$ cat config.mk
export PLATFORM = sky130hd
export DESIGN_NAME = stepper_ramp_sequencer
export DESIGN_NICKNAME = d
export VERILOG_FILES = /design/src/hdl/srs_pkg.sv /design/src/hdl/stepper_ramp_sequencer.sv /design/src/hdl/srs_cfg.sv /design/src/hdl/srs_core.sv
export SDC_FILE = /design/constraint.sdc
export NUM_CORES = 1
export LEC_CHECK = 0
export BUFFER_PORTS_ARGS = -buffer_cell sky130_fd_sc_hd__buf_2
export CAP_MARGIN = 20
export CORE_ASPECT_RATIO = 1.4
export CORE_MARGIN = 2
export CORE_UTILIZATION = 64
export DETAILED_ROUTE_END_ITERATION = 8
export HOLD_SLACK_MARGIN = 0.12
export PLACE_DENSITY_LB_ADDON = 0.15
export SYNTH_ARGS = -nofsm -noshare
export SYNTH_HDL_FRONTEND = slang
export SYNTH_HIERARCHICAL = 1
export SYNTH_SLANG_ARGS = --single-unit
$ cat constraint.sdc
create_clock -name clk -period 9 [get_ports clk]
set_clock_uncertainty 0.1 [all_clocks]
set_input_delay 1.8 -clock clk [delete_from_list [all_inputs] [get_ports clk]]
set_output_delay 1.8 -clock clk [all_outputs]
set_load 0.1 [all_outputs]
$ cat src/hdl/srs_pkg.sv
`default_nettype none

package srs_pkg;

  localparam int STEP_BITS_DEF = 10;

  localparam int CMD_W   = 1;
  localparam int COUNT_W = 11;
  localparam int DELAY_W = 8;
  localparam int TPU_W   = 5;
  localparam int POS_W   = 12;
  localparam int COIL_W  = 6;
  localparam int TICK_W  = 12;
  localparam int CFG_IDX_W  = 2;
  localparam int CFG_DATA_W = 12;

  localparam logic [CFG_IDX_W-1:0] REG_MAX_DELAY      = 2'd0;
  localparam logic [CFG_IDX_W-1:0] REG_MIN_DELAY      = 2'd1;
  localparam logic [CFG_IDX_W-1:0] REG_TICKS_PER_UNIT = 2'd2;
  localparam logic [CFG_IDX_W-1:0] REG_STEPS_PER_REV  = 2'd3;

  localparam logic [DELAY_W-1:0] MAX_DELAY_RST      = 8'd15;
  localparam logic [DELAY_W-1:0] MIN_DELAY_RST      = 8'd7;
  localparam logic [TPU_W-1:0]   TICKS_PER_UNIT_RST = 5'd4;
  localparam logic [POS_W-1:0]   STEPS_PER_REV_RST  = 12'd200;

  localparam logic [CMD_W-1:0] CMD_MOVE = 1'b0;
  localparam logic [CMD_W-1:0] CMD_TICK = 1'b1;

  localparam logic [1:0] DIR_NONE = 2'd0;
  localparam logic [1:0] DIR_POS  = 2'd1;
  localparam logic [1:0] DIR_NEG  = 2'd3;

  localparam logic [COIL_W-1:0] COIL_TABLE [4] = '{6'h36, 6'h2E, 6'h2D, 6'h35};

  typedef struct packed {
    logic [DELAY_W-1:0] max_delay;
    logic [DELAY_W-1:0] min_delay;
    logic [TPU_W-1:0]   ticks_per_unit;
    logic [POS_W-1:0]   steps_per_rev;
  } srs_cfg_t;

  typedef struct packed {
    logic [COIL_W-1:0] coil_pattern;
    logic [POS_W-1:0]  position;
    logic              busy_res;
    logic              stepped;
    logic              done_res;
    logic              rejected;
  } srs_res_t;

  typedef struct packed {
    logic [1:0]       phase;
    logic [POS_W-1:0] pos;
  } srs_move_t;

  function automatic srs_move_t take_step(input logic [1:0] dir, input logic [1:0] phase,
                                          input logic [POS_W-1:0] pos,
                                          input logic [POS_W-1:0] spr_raw);
    logic [POS_W-1:0] spr;
    logic [POS_W:0]   inc;
    srs_move_t        m;
    spr = (spr_raw == '0) ? POS_W'(1) : spr_raw;
    inc = {1'b0, pos} + (POS_W+1)'(1);
    m.phase = phase;
    m.pos   = pos;
    if (dir == DIR_POS) begin
      m.phase = phase + 2'd1;
      if (pos == '0 || pos >= spr) begin
        m.pos = spr - POS_W'(1);
      end else begin
        m.pos = pos - POS_W'(1);
      end
    end else if (dir == DIR_NEG) begin
      m.phase = phase + 2'd3;
      if (inc >= {1'b0, spr}) begin
        m.pos = '0;
      end else begin
        m.pos = inc[POS_W-1:0];
      end
    end
    return m;
  endfunction

endpackage

`default_nettype wire

$ cat src/hdl/stepper_ramp_sequencer.sv
// Trapezoidal-ramp sequencer for a 4-phase stepper motor.
// Input channel (in_valid/in_stall): in_cmd selects a move (in_step_count,
// signed, sign gives direction) or one timer tick. Each item yields exactly
// one result item on the output channel (out_valid/out_stall) carrying the
// coil drive, the wrapped position and the busy/stepped/done/rejected flags.
// Path: an accepted item goes into the input register, then into the result
// register (the whole state update lies in between); out_valid marks a loaded result.
// Throughput: one item per cycle while the output is not stalled; the state
// update is a single pass of compare, add and an 8x5 multiply between the input
// and result registers. The input register keeps taking items while a result
// waits, as long as the result register is freed in the same cycle.
// Stall: a stalled result holds in the result register; the input register
// then holds its item and in_stall rises until the result is taken.
// Configuration (cfg_we/cfg_index/cfg_wdata) must be written only while idle; the block itself does not enforce this.
// Reset (rst_n low, synchronous): pipeline empty, registers back to their
// defaults (15, 7, 4, 200), phase and position zero, no move in progress.
`default_nettype none

module stepper_ramp_sequencer
  import srs_pkg::*;
#(
  parameter int STEP_BITS = STEP_BITS_DEF
) (
  input  wire logic                      clk,
  input  wire logic                      rst_n,
  input  wire logic                      in_valid,
  output logic                           in_stall,
  input  wire logic [CMD_W-1:0]          in_cmd,
  input  wire logic signed [COUNT_W-1:0] in_step_count,
  output logic                           out_valid,
  input  wire logic                      out_stall,
  output logic [COIL_W-1:0]              out_coil_pattern,
  output logic [POS_W-1:0]               out_position,
  output logic                           out_busy_res,
  output logic                           out_stepped,
  output logic                           out_done_res,
  output logic                           out_rejected,
  input  wire logic                      cfg_we,
  input  wire logic [CFG_IDX_W-1:0]      cfg_index,
  input  wire logic [CFG_DATA_W-1:0]     cfg_wdata
);

  logic                      in_valid_r;
  logic [CMD_W-1:0]          cmd_r;
  logic signed [COUNT_W-1:0] count_r;
  logic                      out_valid_r;
  srs_res_t                  res_r;
  srs_res_t                  res;
  srs_cfg_t                  cfg;
  logic                      adv;
  logic                      in_fire;

  assign adv      = in_valid_r && (!out_valid_r || !out_stall);
  assign in_stall = in_valid_r && !adv;
  assign in_fire  = in_valid && !in_stall;

  srs_cfg u_cfg (
    .clk       (clk),
    .rst_n     (rst_n),
    .cfg_we    (cfg_we),
    .cfg_index (cfg_index),
    .cfg_wdata (cfg_wdata),
    .cfg       (cfg)
  );

  srs_core #(
    .STEP_BITS (STEP_BITS)
  ) u_core (
    .clk        (clk),
    .rst_n      (rst_n),
    .fire       (adv),
    .cmd        (cmd_r),
    .step_count (count_r),
    .cfg        (cfg),
    .res        (res)
  );

  always_ff @(posedge clk) begin
    if (!rst_n) begin
      in_valid_r <= 1'b0;
    end else if (in_fire) begin
      in_valid_r <= 1'b1;
    end else if (adv) begin
      in_valid_r <= 1'b0;
    end
  end

  always_ff @(posedge clk) begin
    if (in_fire) begin
      cmd_r   <= in_cmd;
      count_r <= in_step_count;
    end
  end

  always_ff @(posedge clk) begin
    if (!rst_n) begin
      out_valid_r <= 1'b0;
    end else if (adv) begin
      out_valid_r <= 1'b1;
    end else if (!out_stall) begin
      out_valid_r <= 1'b0;
    end
  end

  always_ff @(posedge clk) begin
    if (adv) begin
      res_r <= res;
    end
  end

  assign out_valid        = out_valid_r;
  assign out_coil_pattern = res_r.coil_pattern;
  assign out_position     = res_r.position;
  assign out_busy_res     = res_r.busy_res;
  assign out_stepped      = res_r.stepped;
  assign out_done_res     = res_r.done_res;
  assign out_rejected     = res_r.rejected;

`ifndef SYNTHESIS
  a_done_not_busy: assert property (@(posedge clk) disable iff (!rst_n)
    out_valid_r && res_r.done_res |-> !res_r.busy_res)
    else $error("completed move still reported busy");

  a_reject_clean: assert property (@(posedge clk) disable iff (!rst_n)
    out_valid_r && res_r.rejected |-> res_r.busy_res && !res_r.stepped && !res_r.done_res)
    else $error("rejected move changed the drive");

  a_hold_input: assert property (@(posedge clk) disable iff (!rst_n)
    in_valid_r && !adv |=> in_valid_r && $stable(cmd_r) && $stable(count_r))
    else $error("held input item lost");
`endif

endmodule

`default_nettype wire

$ cat src/hdl/srs_cfg.sv
`default_nettype none

module srs_cfg
  import srs_pkg::*;
(
  input  wire logic                  clk,
  input  wire logic                  rst_n,
  input  wire logic                  cfg_we,
  input  wire logic [CFG_IDX_W-1:0]  cfg_index,
  input  wire logic [CFG_DATA_W-1:0] cfg_wdata,
  output srs_cfg_t                   cfg
);

  srs_cfg_t cfg_r;

  always_ff @(posedge clk) begin
    if (!rst_n) begin
      cfg_r.max_delay      <= MAX_DELAY_RST;
      cfg_r.min_delay      <= MIN_DELAY_RST;
      cfg_r.ticks_per_unit <= TICKS_PER_UNIT_RST;
      cfg_r.steps_per_rev  <= STEPS_PER_REV_RST;
    end else if (cfg_we) begin
      unique case (cfg_index)
        REG_MAX_DELAY:      cfg_r.max_delay      <= cfg_wdata[DELAY_W-1:0];
        REG_MIN_DELAY:      cfg_r.min_delay      <= cfg_wdata[DELAY_W-1:0];
        REG_TICKS_PER_UNIT: cfg_r.ticks_per_unit <= cfg_wdata[TPU_W-1:0];
        REG_STEPS_PER_REV:  cfg_r.steps_per_rev  <= cfg_wdata[POS_W-1:0];
        default:            cfg_r                <= cfg_r;
      endcase
    end
  end

  assign cfg = cfg_r;

endmodule

`default_nettype wire

$ cat src/hdl/srs_core.sv
`default_nettype none

module srs_core
  import srs_pkg::*;
#(
  parameter int STEP_BITS = STEP_BITS_DEF
) (
  input  wire logic                      clk,
  input  wire logic                      rst_n,
  input  wire logic                      fire,
  input  wire logic [CMD_W-1:0]          cmd,
  input  wire logic signed [COUNT_W-1:0] step_count,
  input  srs_cfg_t                       cfg,
  output srs_res_t                       res
);

  localparam int CW = (STEP_BITS > COUNT_W) ? STEP_BITS : COUNT_W;
  localparam int RW = ((STEP_BITS > DELAY_W + 1) ? STEP_BITS : DELAY_W + 1) + 1;
  localparam int PW = DELAY_W + TPU_W;

  logic [1:0]           phase_r, phase_nxt;
  logic [POS_W-1:0]     pos_r, pos_nxt;
  logic [STEP_BITS-1:0] total_r, total_nxt;
  logic [STEP_BITS-1:0] stepn_r, stepn_nxt;
  logic [DELAY_W-1:0]   cur_r, cur_nxt;
  logic [DELAY_W-1:0]   floor_r, floor_nxt;
  logic [DELAY_W-1:0]   span_r, span_nxt;
  logic [TICK_W-1:0]    tick_r, tick_nxt;
  logic [1:0]           dir_r, dir_nxt;
  logic                 moving_r, moving_nxt;

  logic [COUNT_W-1:0]   raw;
  logic [COUNT_W-1:0]   mag11;
  logic [CW-1:0]        mag_c;
  logic [CW-1:0]        cap;
  logic [STEP_BITS-1:0] mag;
  logic [RW-1:0]        half_w;
  logic [DELAY_W-1:0]   half8;
  logic [DELAY_W-1:0]   fe;
  logic [DELAY_W-1:0]   span0;
  logic                 short_move;
  logic [DELAY_W-1:0]   floor_s;
  logic [DELAY_W-1:0]   span_s;
  logic [1:0]           dir_s;
  srs_move_t            mv_start;
  srs_move_t            mv_tick;
  logic [PW-1:0]        prod;
  logic [TICK_W-1:0]    target;
  logic [TICK_W-1:0]    tick_inc;
  logic [STEP_BITS-1:0] stepn_inc;
  logic                 stepped, done, rejected;

  function automatic logic [DELAY_W-1:0] plan(input logic [STEP_BITS-1:0] total,
                                              input logic [STEP_BITS-1:0] stepn,
                                              input logic [DELAY_W-1:0] cur,
                                              input logic [DELAY_W-1:0] flr,
                                              input logic [DELAY_W-1:0] span,
                                              input logic [DELAY_W-1:0] maxd);
    logic [RW-1:0]      rem;
    logic [DELAY_W-1:0] d;
    rem = RW'(total) - RW'(stepn) - RW'(1);
    if (rem > RW'(span) + RW'(1)) begin
      d = (cur > flr) ? cur - DELAY_W'(1) : flr;
    end else begin
      d = (cur < maxd) ? cur + DELAY_W'(1) : maxd;
    end
    return d;
  endfunction

  always_comb begin
    raw   = step_count;
    mag11 = raw[COUNT_W-1] ? (COUNT_W'(0) - raw) : raw;
    mag_c = CW'(mag11);
    cap   = CW'({STEP_BITS{1'b1}});
    mag   = (mag_c > cap) ? cap[STEP_BITS-1:0] : mag_c[STEP_BITS-1:0];
    half_w = RW'(mag) >> 1;
    half8  = half_w[DELAY_W-1:0];
    fe     = (cfg.min_delay < cfg.max_delay) ? cfg.min_delay : cfg.max_delay;
    span0  = cfg.max_delay - fe;
    short_move = RW'(mag) < RW'({span0, 1'b0});
    floor_s = short_move ? cfg.max_delay - half8 : fe;
    span_s  = short_move ? half8 : span0;
    if (raw == '0) begin
      dir_s = DIR_NONE;
    end else if (raw[COUNT_W-1]) begin
      dir_s = DIR_NEG;
    end else begin
      dir_s = DIR_POS;
    end
    mv_start = take_step(dir_s, phase_r, pos_r, cfg.steps_per_rev);
    mv_tick  = take_step(dir_r, phase_r, pos_r, cfg.steps_per_rev);

    prod = PW'(cur_r) * PW'(cfg.ticks_per_unit);
    if (prod > PW'({TICK_W{1'b1}})) begin
      target = {TICK_W{1'b1}};
    end else if (prod == '0) begin
      target = TICK_W'(1);
    end else begin
      target = prod[TICK_W-1:0];
    end
    tick_inc  = (tick_r == {TICK_W{1'b1}}) ? tick_r : tick_r + TICK_W'(1);
    stepn_inc = stepn_r + STEP_BITS'(1);

    phase_nxt  = phase_r;
    pos_nxt    = pos_r;
    total_nxt  = total_r;
    stepn_nxt  = stepn_r;
    cur_nxt    = cur_r;
    floor_nxt  = floor_r;
    span_nxt   = span_r;
    tick_nxt   = tick_r;
    dir_nxt    = dir_r;
    moving_nxt = moving_r;
    stepped    = 1'b0;
    done       = 1'b0;
    rejected   = 1'b0;

    if (cmd == CMD_MOVE) begin
      if (moving_r) begin
        rejected = 1'b1;
      end else begin
        floor_nxt = floor_s;
        span_nxt  = span_s;
        total_nxt = mag;
        tick_nxt  = '0;
        cur_nxt   = cfg.max_delay;
        stepn_nxt = '0;
        if (dir_s != DIR_NONE) begin
          phase_nxt = mv_start.phase;
          pos_nxt   = mv_start.pos;
          stepped   = 1'b1;
          stepn_nxt = STEP_BITS'(1);
        end
        if (mag <= STEP_BITS'(1)) begin
          moving_nxt = 1'b0;
          dir_nxt    = DIR_NONE;
          done       = 1'b1;
        end else begin
          moving_nxt = 1'b1;
          dir_nxt    = dir_s;
          cur_nxt    = plan(mag, STEP_BITS'(1), cfg.max_delay, floor_s, span_s,
                            cfg.max_delay);
        end
      end
    end else if (moving_r) begin
      if (tick_inc >= target) begin
        phase_nxt = mv_tick.phase;
        pos_nxt   = mv_tick.pos;
        stepped   = 1'b1;
        stepn_nxt = stepn_inc;
        tick_nxt  = '0;
        if (stepn_inc >= total_r) begin
          moving_nxt = 1'b0;
          dir_nxt    = DIR_NONE;
          done       = 1'b1;
        end else begin
          cur_nxt = plan(total_r, stepn_inc, cur_r, floor_r, span_r, cfg.max_delay);
        end
      end else begin
        tick_nxt = tick_inc;
      end
    end

    res.coil_pattern = COIL_TABLE[phase_nxt];
    res.position     = pos_nxt;
    res.busy_res     = moving_nxt;
    res.stepped      = stepped;
    res.done_res     = done;
    res.rejected     = rejected;
  end

  always_ff @(posedge clk) begin
    if (!rst_n) begin
      phase_r  <= '0;
      pos_r    <= '0;
      total_r  <= '0;
      stepn_r  <= '0;
      cur_r    <= MAX_DELAY_RST;
      floor_r  <= MIN_DELAY_RST;
      span_r   <= '0;
      tick_r   <= '0;
      dir_r    <= DIR_NONE;
      moving_r <= 1'b0;
    end else if (fire) begin
      phase_r  <= phase_nxt;
      pos_r    <= pos_nxt;
      total_r  <= total_nxt;
      stepn_r  <= stepn_nxt;
      cur_r    <= cur_nxt;
      floor_r  <= floor_nxt;
      span_r   <= span_nxt;
      tick_r   <= tick_nxt;
      dir_r    <= dir_nxt;
      moving_r <= moving_nxt;
    end
  end

endmodule

`default_nettype wire

Yosys cells after proc, flatten, opt, wreduce, memory -nomap -nowiden
Cells that the tools add are included.
{"block": "word_totals", "register_bits": 142, "inputBits": 31, "output_inout_bits": 24, "elab_cells": 182}
{"block": "classes", "add_sub_neg": 20, "n_mul": 1, "order_cmp": 16, "eq_ne": 14, "muxes": 79, "bitwise": 3, "n_reduce_logical": 25}
{"op": "$mux 12", "count": 15}
{"op": "$mux 8", "count": 15}
{"op": "$mux 14", "count": 4}
{"op": "$mux 10", "count": 5}
{"op": "$mux 2", "count": 13}
{"op": "$ge 12x12->1", "count": 2}
{"op": "$logic_not 12->1", "count": 2}
{"op": "$lt 8x8->1", "count": 3}
{"op": "$sub 12x1->12 const B", "count": 2}
{"op": "$mux 1", "count": 23}
{"op": "$gt 11x11->1", "count": 2}
{"op": "$sub 11x1->11 const B", "count": 2}
{"op": "$add 8x1->9 const B", "count": 2}
{"op": "$add 8x1->8 const B", "count": 2}
{"op": "$gt 8x8->1", "count": 2}
{"op": "$sub 8x1->8 const B", "count": 2}
{"op": "$sub 8x8->8", "count": 2}
{"op": "$add 12x1->13 const B", "count": 1}
{"op": "$ge 13x12->1", "count": 1}
{"op": "$gt 13x12->1 const B", "count": 1}
{"op": "$logic_not 13->1", "count": 1}
{"op": "$mul 8x5->13", "count": 1}
{"op": "$add 12x1->12 const B", "count": 1}
{"op": "$bmux 6 s2", "count": 1}
{"op": "other kinds (30)", "count": 53}

Longest topological paths before layout
{"block": "depth", "depth_word": 13, "ltp_mapped": 44, "ltp_nobuf": 39}

Modules after synthesis
The synthesis kept the hierarchy.
{"mod": "srs_core", "instances": 1, "cells_per_inst": 1570, "area_per_inst_um2": 11496.0, "seq_area_each_um2": 1461.4}
{"mod": "srs_cfg", "instances": 1, "cells_per_inst": 130, "area_per_inst_um2": 1292.5, "seq_area_each_um2": 660.6}
{"mod": "stepper_ramp_sequencer", "instances": 1, "cells_per_inst": 42, "area_per_inst_um2": 1104.8, "seq_area_each_um2": 1061.0}

Worst setup path after synthesis
OpenSTA, ideal clock, no wires.
{"block": "synth_path", "path_type": "flip-flop to flip-flop", "start": "register u_cfg.cfg_r, in the netlist u_cfg/cfg[27]", "end": "register u_core.cur_r[5]", "setup_ns": 0.123, "arrival_time_ns": 7.926, "t_required_ns": 8.777, "path_slack_ns": 0.850, "stages_incl_launch_ff": 43, "n_path_buf": 4, "synth_period_minus_slack_ns": 8.150, "cell_sequence": "dfxtp_1 inv_1 ha_1 a211oi_1 o21ai_1 a211oi_1 clkbuf_1 clkbuf_1 nor2_1 a21oi_1 inv_1 ha_1 inv_1 ha_1 nor2_1 o21ai_0 a31oi_1 xnor2_1 [... 7 more ...] a31o_2 clkbuf_1 o21ai_1 o21ai_1 inv_1 ha_1 mux4_2 or3_1 ha_1 o21ai_0 a21oi_1 or3b_2 a22oi_2 or2_1 buf_4 nor3_1 o31ai_1 a21oi_1"}
{"block": "synth_between", "elab_chain_cells": 11, "word_cells_on_any_way": 25, "classes_between": "5 x add/sub; 6 x order compare; 14 x mux"}
{"item": "from (decl)", "line": "srs_cfg.sv:14", "source": "srs_cfg_t cfg_r;"}
{"item": "from (signal assigned)", "line": "srs_cfg.sv:28", "source": "default: cfg_r <= cfg_r;"}
{"item": "$lt 8x8->1", "line": "srs_core.sv:78", "source": "fe = (cfg.min_delay < cfg.max_delay) ? cfg.min_delay : cfg.max_delay;"}
{"item": "$mux 8", "line": "srs_core.sv:78"}
{"item": "$sub 8x8->8 (*)", "line": "srs_core.sv:79", "source": "span0 = cfg.max_delay - fe;"}
{"item": "$lt 10x9->1", "line": "srs_core.sv:80", "source": "short_move = RW'(mag) < RW'({span0, 1'b0});"}
{"item": "$mux 8 (*)", "line": "srs_core.sv:82", "source": "span_s = short_move ? half8 : span0;"}
{"item": "named net u_core.span_s[0]", "line": "srs_core.sv:43", "source": "logic [DELAY_W-1:0] span_s;"}
{"item": "$add 8x1->9 (*)", "line": "srs_core.sv:62", "source": "if (rem > RW'(span) + RW'(1)) begin"}
{"item": "$gt 11x11->1 (*)", "line": "srs_core.sv:62"}
{"item": "$mux 8 (*)", "line": "srs_core.sv:62"}
{"item": "$mux 8 (*)", "line": "srs_core.sv:134", "source": "if (mag <= STEP_BITS'(1)) begin"}
{"item": "$mux 8 (*)", "line": "srs_core.sv:119", "source": "if (moving_r) begin"}
{"item": "$mux 8 (*)", "line": "srs_core.sv:118", "source": "if (cmd == CMD_MOVE) begin"}
{"item": "to (signal assigned)", "line": "srs_core.sv:189", "source": "cur_r <= cur_nxt;"}
{"item": "to (decl)", "line": "srs_core.sv:25", "source": "logic [DELAY_W-1:0] cur_r, cur_nxt;"}
Mark *: on every way through the listed nets, which the timed path passes. The rest lies on a longest branch. The select of a mux whose other input is x is not followed.
A chain may end at the register's enable or synchronous reset.

Worst setup path in the final report
{"block": "layout_path", "start": "register u_cfg.cfg_r, in the netlist u_cfg/cfg[32]", "end": "register u_core.cur_r[3]"}
The elaborated chain is that of the path after synthesis.

==> reports/qor.csv <==
metric,value,unit
ys_warn_count,6,
leakage,6.38,nW
core,21300,um2
combPwrFrac,41.4,%
synth-seq-area-share,22.9,%
switching_power,970,uW
synth-edff-count,34,
rsz0062_at_grt,false,
final_max_slew_viol_count,0,
cap_viol_max_count,0,
io_buffers,54,
cts_buffers,17,
cts_buffer_depth,2,
crit_top_cell,ha_1,
synth_cell_types,92,
clock_sinks,142,
yosys.area.top_type,dfxtp_1,
multi_input_area,9870,um2
antenna_cells,0,
finalCriticalPeriod,8.39,ns
grt_first_pass_wirelength,63900,um
dp.cells,1999,
async_reset_ff_share,0,%
die_w,129,um
setup-tns-final,0,ns
synth_top_area_share,15.6,%
dpl_cell_area,14400,um2
antenna_found_initial,0,
globalRouteTotalUtil,35.6,%
vdd_ir_drop_max,157,uV
r2r_slack,0.61,ns
vias_per_cell,6.46,
setup_viol,0,
first_iter_violations,1071,
worst_pin_slew,1.08,ns
routedWlPerCell,20.0,um
fill_cells,1822,
ys_top_cells_by_area,"dfxtp_1 16%, ha_1 14%, edfxtp_1 7.3%, xnor2_1 4.5%, nand2_1 4.3%",
final_area,14900,um2
die-area,22900,um2
switching_share,39.6,%
grt_pass1_vias,12636,
max_stage_delay,0.51,ns
antenna_left,0,
seqPwrFrac,29.8,%
hold_viol_final,0,
fp.dieH,178,um
maxSlewHeadroom,28.1,%
drc,0,
hold_buffers,0,
nets,1966,
rows,63,
max_freq,119,MHz
place.gp.congestion,1.00,
drive_gt1_share,9.27,%
critPathRequiredTime,9.22,ns
arrival,8.61,ns
end_kind,register,
status,finished clean,
clkTransAtPathRegs,0.06,ns
slowest_stage,dfxtp_1,
pwr-share-clk,28.8,%
synthFlopType,dfxtp_1,
drt_first_pass_iters,5,
powerDensity,164,nW/um2
pin_count,55,
syn_area,13900,um2
crit_fanout,14,
final_cell_mix,"159 x nand2_1, 156 x ha_1, 143 x nor2_1, 124 x inv_1, 113 x a21oi_1",
synth_cells,1742,
grt.overflow.total,0,
hold_class,register to register,
area_growth_syn_to_layout,7.60,%
timing.final.crit_share,93.2,%
mostFrequentLayoutCell,nand2_1,
drt-total-wl,40500,um
via_count,13115,
start_util,65.3,%
final_cells,2030,
crit_type,register to register,
avgSynthCellArea,7.98,um2
critPathLaunchType,register,
cts_tree,done,
htree_levels,4,
clk_latency,0.44,ns
synth-seq-cells,142,
internal_power,1.48,mW
cts_root_buffer,clkbuf_16,
dp.final_hpwl,31000,um
grt_max_degree,77,
regArea,3180,um2
[final timing paths]
| kind | start | to | depth (start not counted) |
|---|---|---|---|
| min reg2reg | u_core/stepn_r[9] | u_core/stepn_r[9] | 2 |
| max | u_cfg/cfg[32] | u_core/cur_r[3] | 39 |
| max reg2reg | u_cfg/cfg[32] | u_core/cur_r[3] | 39 |
| min | u_core/stepn_r[9] | u_core/stepn_r[9] | 2 |
[what timing repair did]
| action | CTS | global route |
|---|---|---|
| endpoints found under the setup margin | 0 | 8 |
| hold endpoints to repair | 0 | 0 |
| gates resized for setup | 0 | 3 |
| setup buffers | 0 | 1 |
[synth_stat cells, types with 17 or more instances]
| library cell | instances |
|---|---|
| nor2b_1 | 41 |
| dfxtp_1 | 108 |
| o21ai_0 | 68 |
| o21a_1 | 23 |
| inv_1 | 124 |
| fa_1 | 20 |
| and2_1 | 40 |
| nand2_1 | 159 |
| xor2_1 | 28 |
| nor2_1 | 143 |
| xnor2_1 | 72 |
| and3_1 | 22 |
| a211oi_1 | 25 |
| a22oi_1 | 17 |
| nor3_1 | 41 |
| nand2b_1 | 17 |
| edfxtp_1 | 34 |
| nand4_1 | 19 |
| a21o_1 | 23 |
| a21oi_1 | 113 |
| nand3_1 | 57 |
| ha_1 | 156 |
| clkbuf_1 | 67 |
| mux2i_1 | 54 |
| o211ai_1 | 28 |
[power groups by stage]
| stage | registers (mW) | logic (mW) | clock network, mW |
|---|---|---|---|
| 5_1_grt | 0.734 | 1.11 | 0.737 |
| 2_1_floorplan | 0.772 | 0.710 | 0 |
| 6_report | 0.729 | 1.01 | 0.705 |
| 3_5_place_dp | 0.742 | 0.983 | 0 |
| 3_3_place_gp | 0.741 | 0.965 | 0 |
| 4_1_cts | 0.728 | 0.990 | 0.712 |
[cell families (layout without fill, tap and decap cells)]
logic type	count (synthesis)	in the layout	share of synthesized area (%)
AOI/OAI and AO/OA	435	435	21.2
xor gates and xnor gates	100	100	6.30
adders and majority gates	177	177	17.0
buffers and inverters	220	247	6.35
DFF	142	142	22.9
muxes	63	63	4.70
other	1	2	0.0270
and+or+nand+nor	604	604	21.5
[critical path, delay by kind of cell, from the launching register on]
kind                     cells  cell delay [ns]
AO/OA/AOI/OAI               14             2.73
XOR/XNOR                     1             0.18
adder cells (fa/ha/maj)      6             1.55
buffers and inverters        4             0.54
flip-flops                   1             0.51
multiplexers                 1             0.29
AND/OR/NAND/NOR             13             2.35
[per-stage QoR]
stage                     power (mW)  utilization, %  hold slack [ns]  setup slack, ns
after detailed placement        1.72            67.5            0.365            0.414
after global placement          1.71            67.5            0.353            0.730
final                           2.45            70.2            0.376            0.611
after floorplan                 1.48               -            0.338            0.850
after global routing            2.58            70.2            0.407          0.00558
after CTS                       2.43            70.1            0.373            0.344
[area by class of cell]
type | count | area share, %
multi-input cells | 1381 | 66.0
flip-flops and latches | 142 | 21.3
repair buffers | 88 | 3.52
inverters | 129 | 3.24
clock buffers | 21 | 3.01
well taps | 260 | 2.18
clock inverters | 9 | 0.770
[layer usage]
layer  vias to the layer above  global-route usage (%)  part of all wire (%)
met5                         -                       0                     0
met4                         0                    23.2                   7.2
met3                       177                    5.52                   5.2
met2                       487                    64.2                    50
met1                      6184                    38.4                    38
li1                       6267                       -                     -
[state kept, by name (all words and copies together), names as in the netlist, 2 cells and up]
register,flops
u_core/floor_r,8
u_core/span_r,8
u_core/pos_r,12
u_cfg/cfg,33
u_core/cur_r,8
u_core/tick_r,12
u_core/phase_r,2
out_coil_pattern,6
u_core/stepn_r,10
count_r,11
u_core/dir_r,2
u_core/total_r,10
out_position,12
Power figures use the tool's default switching activity.
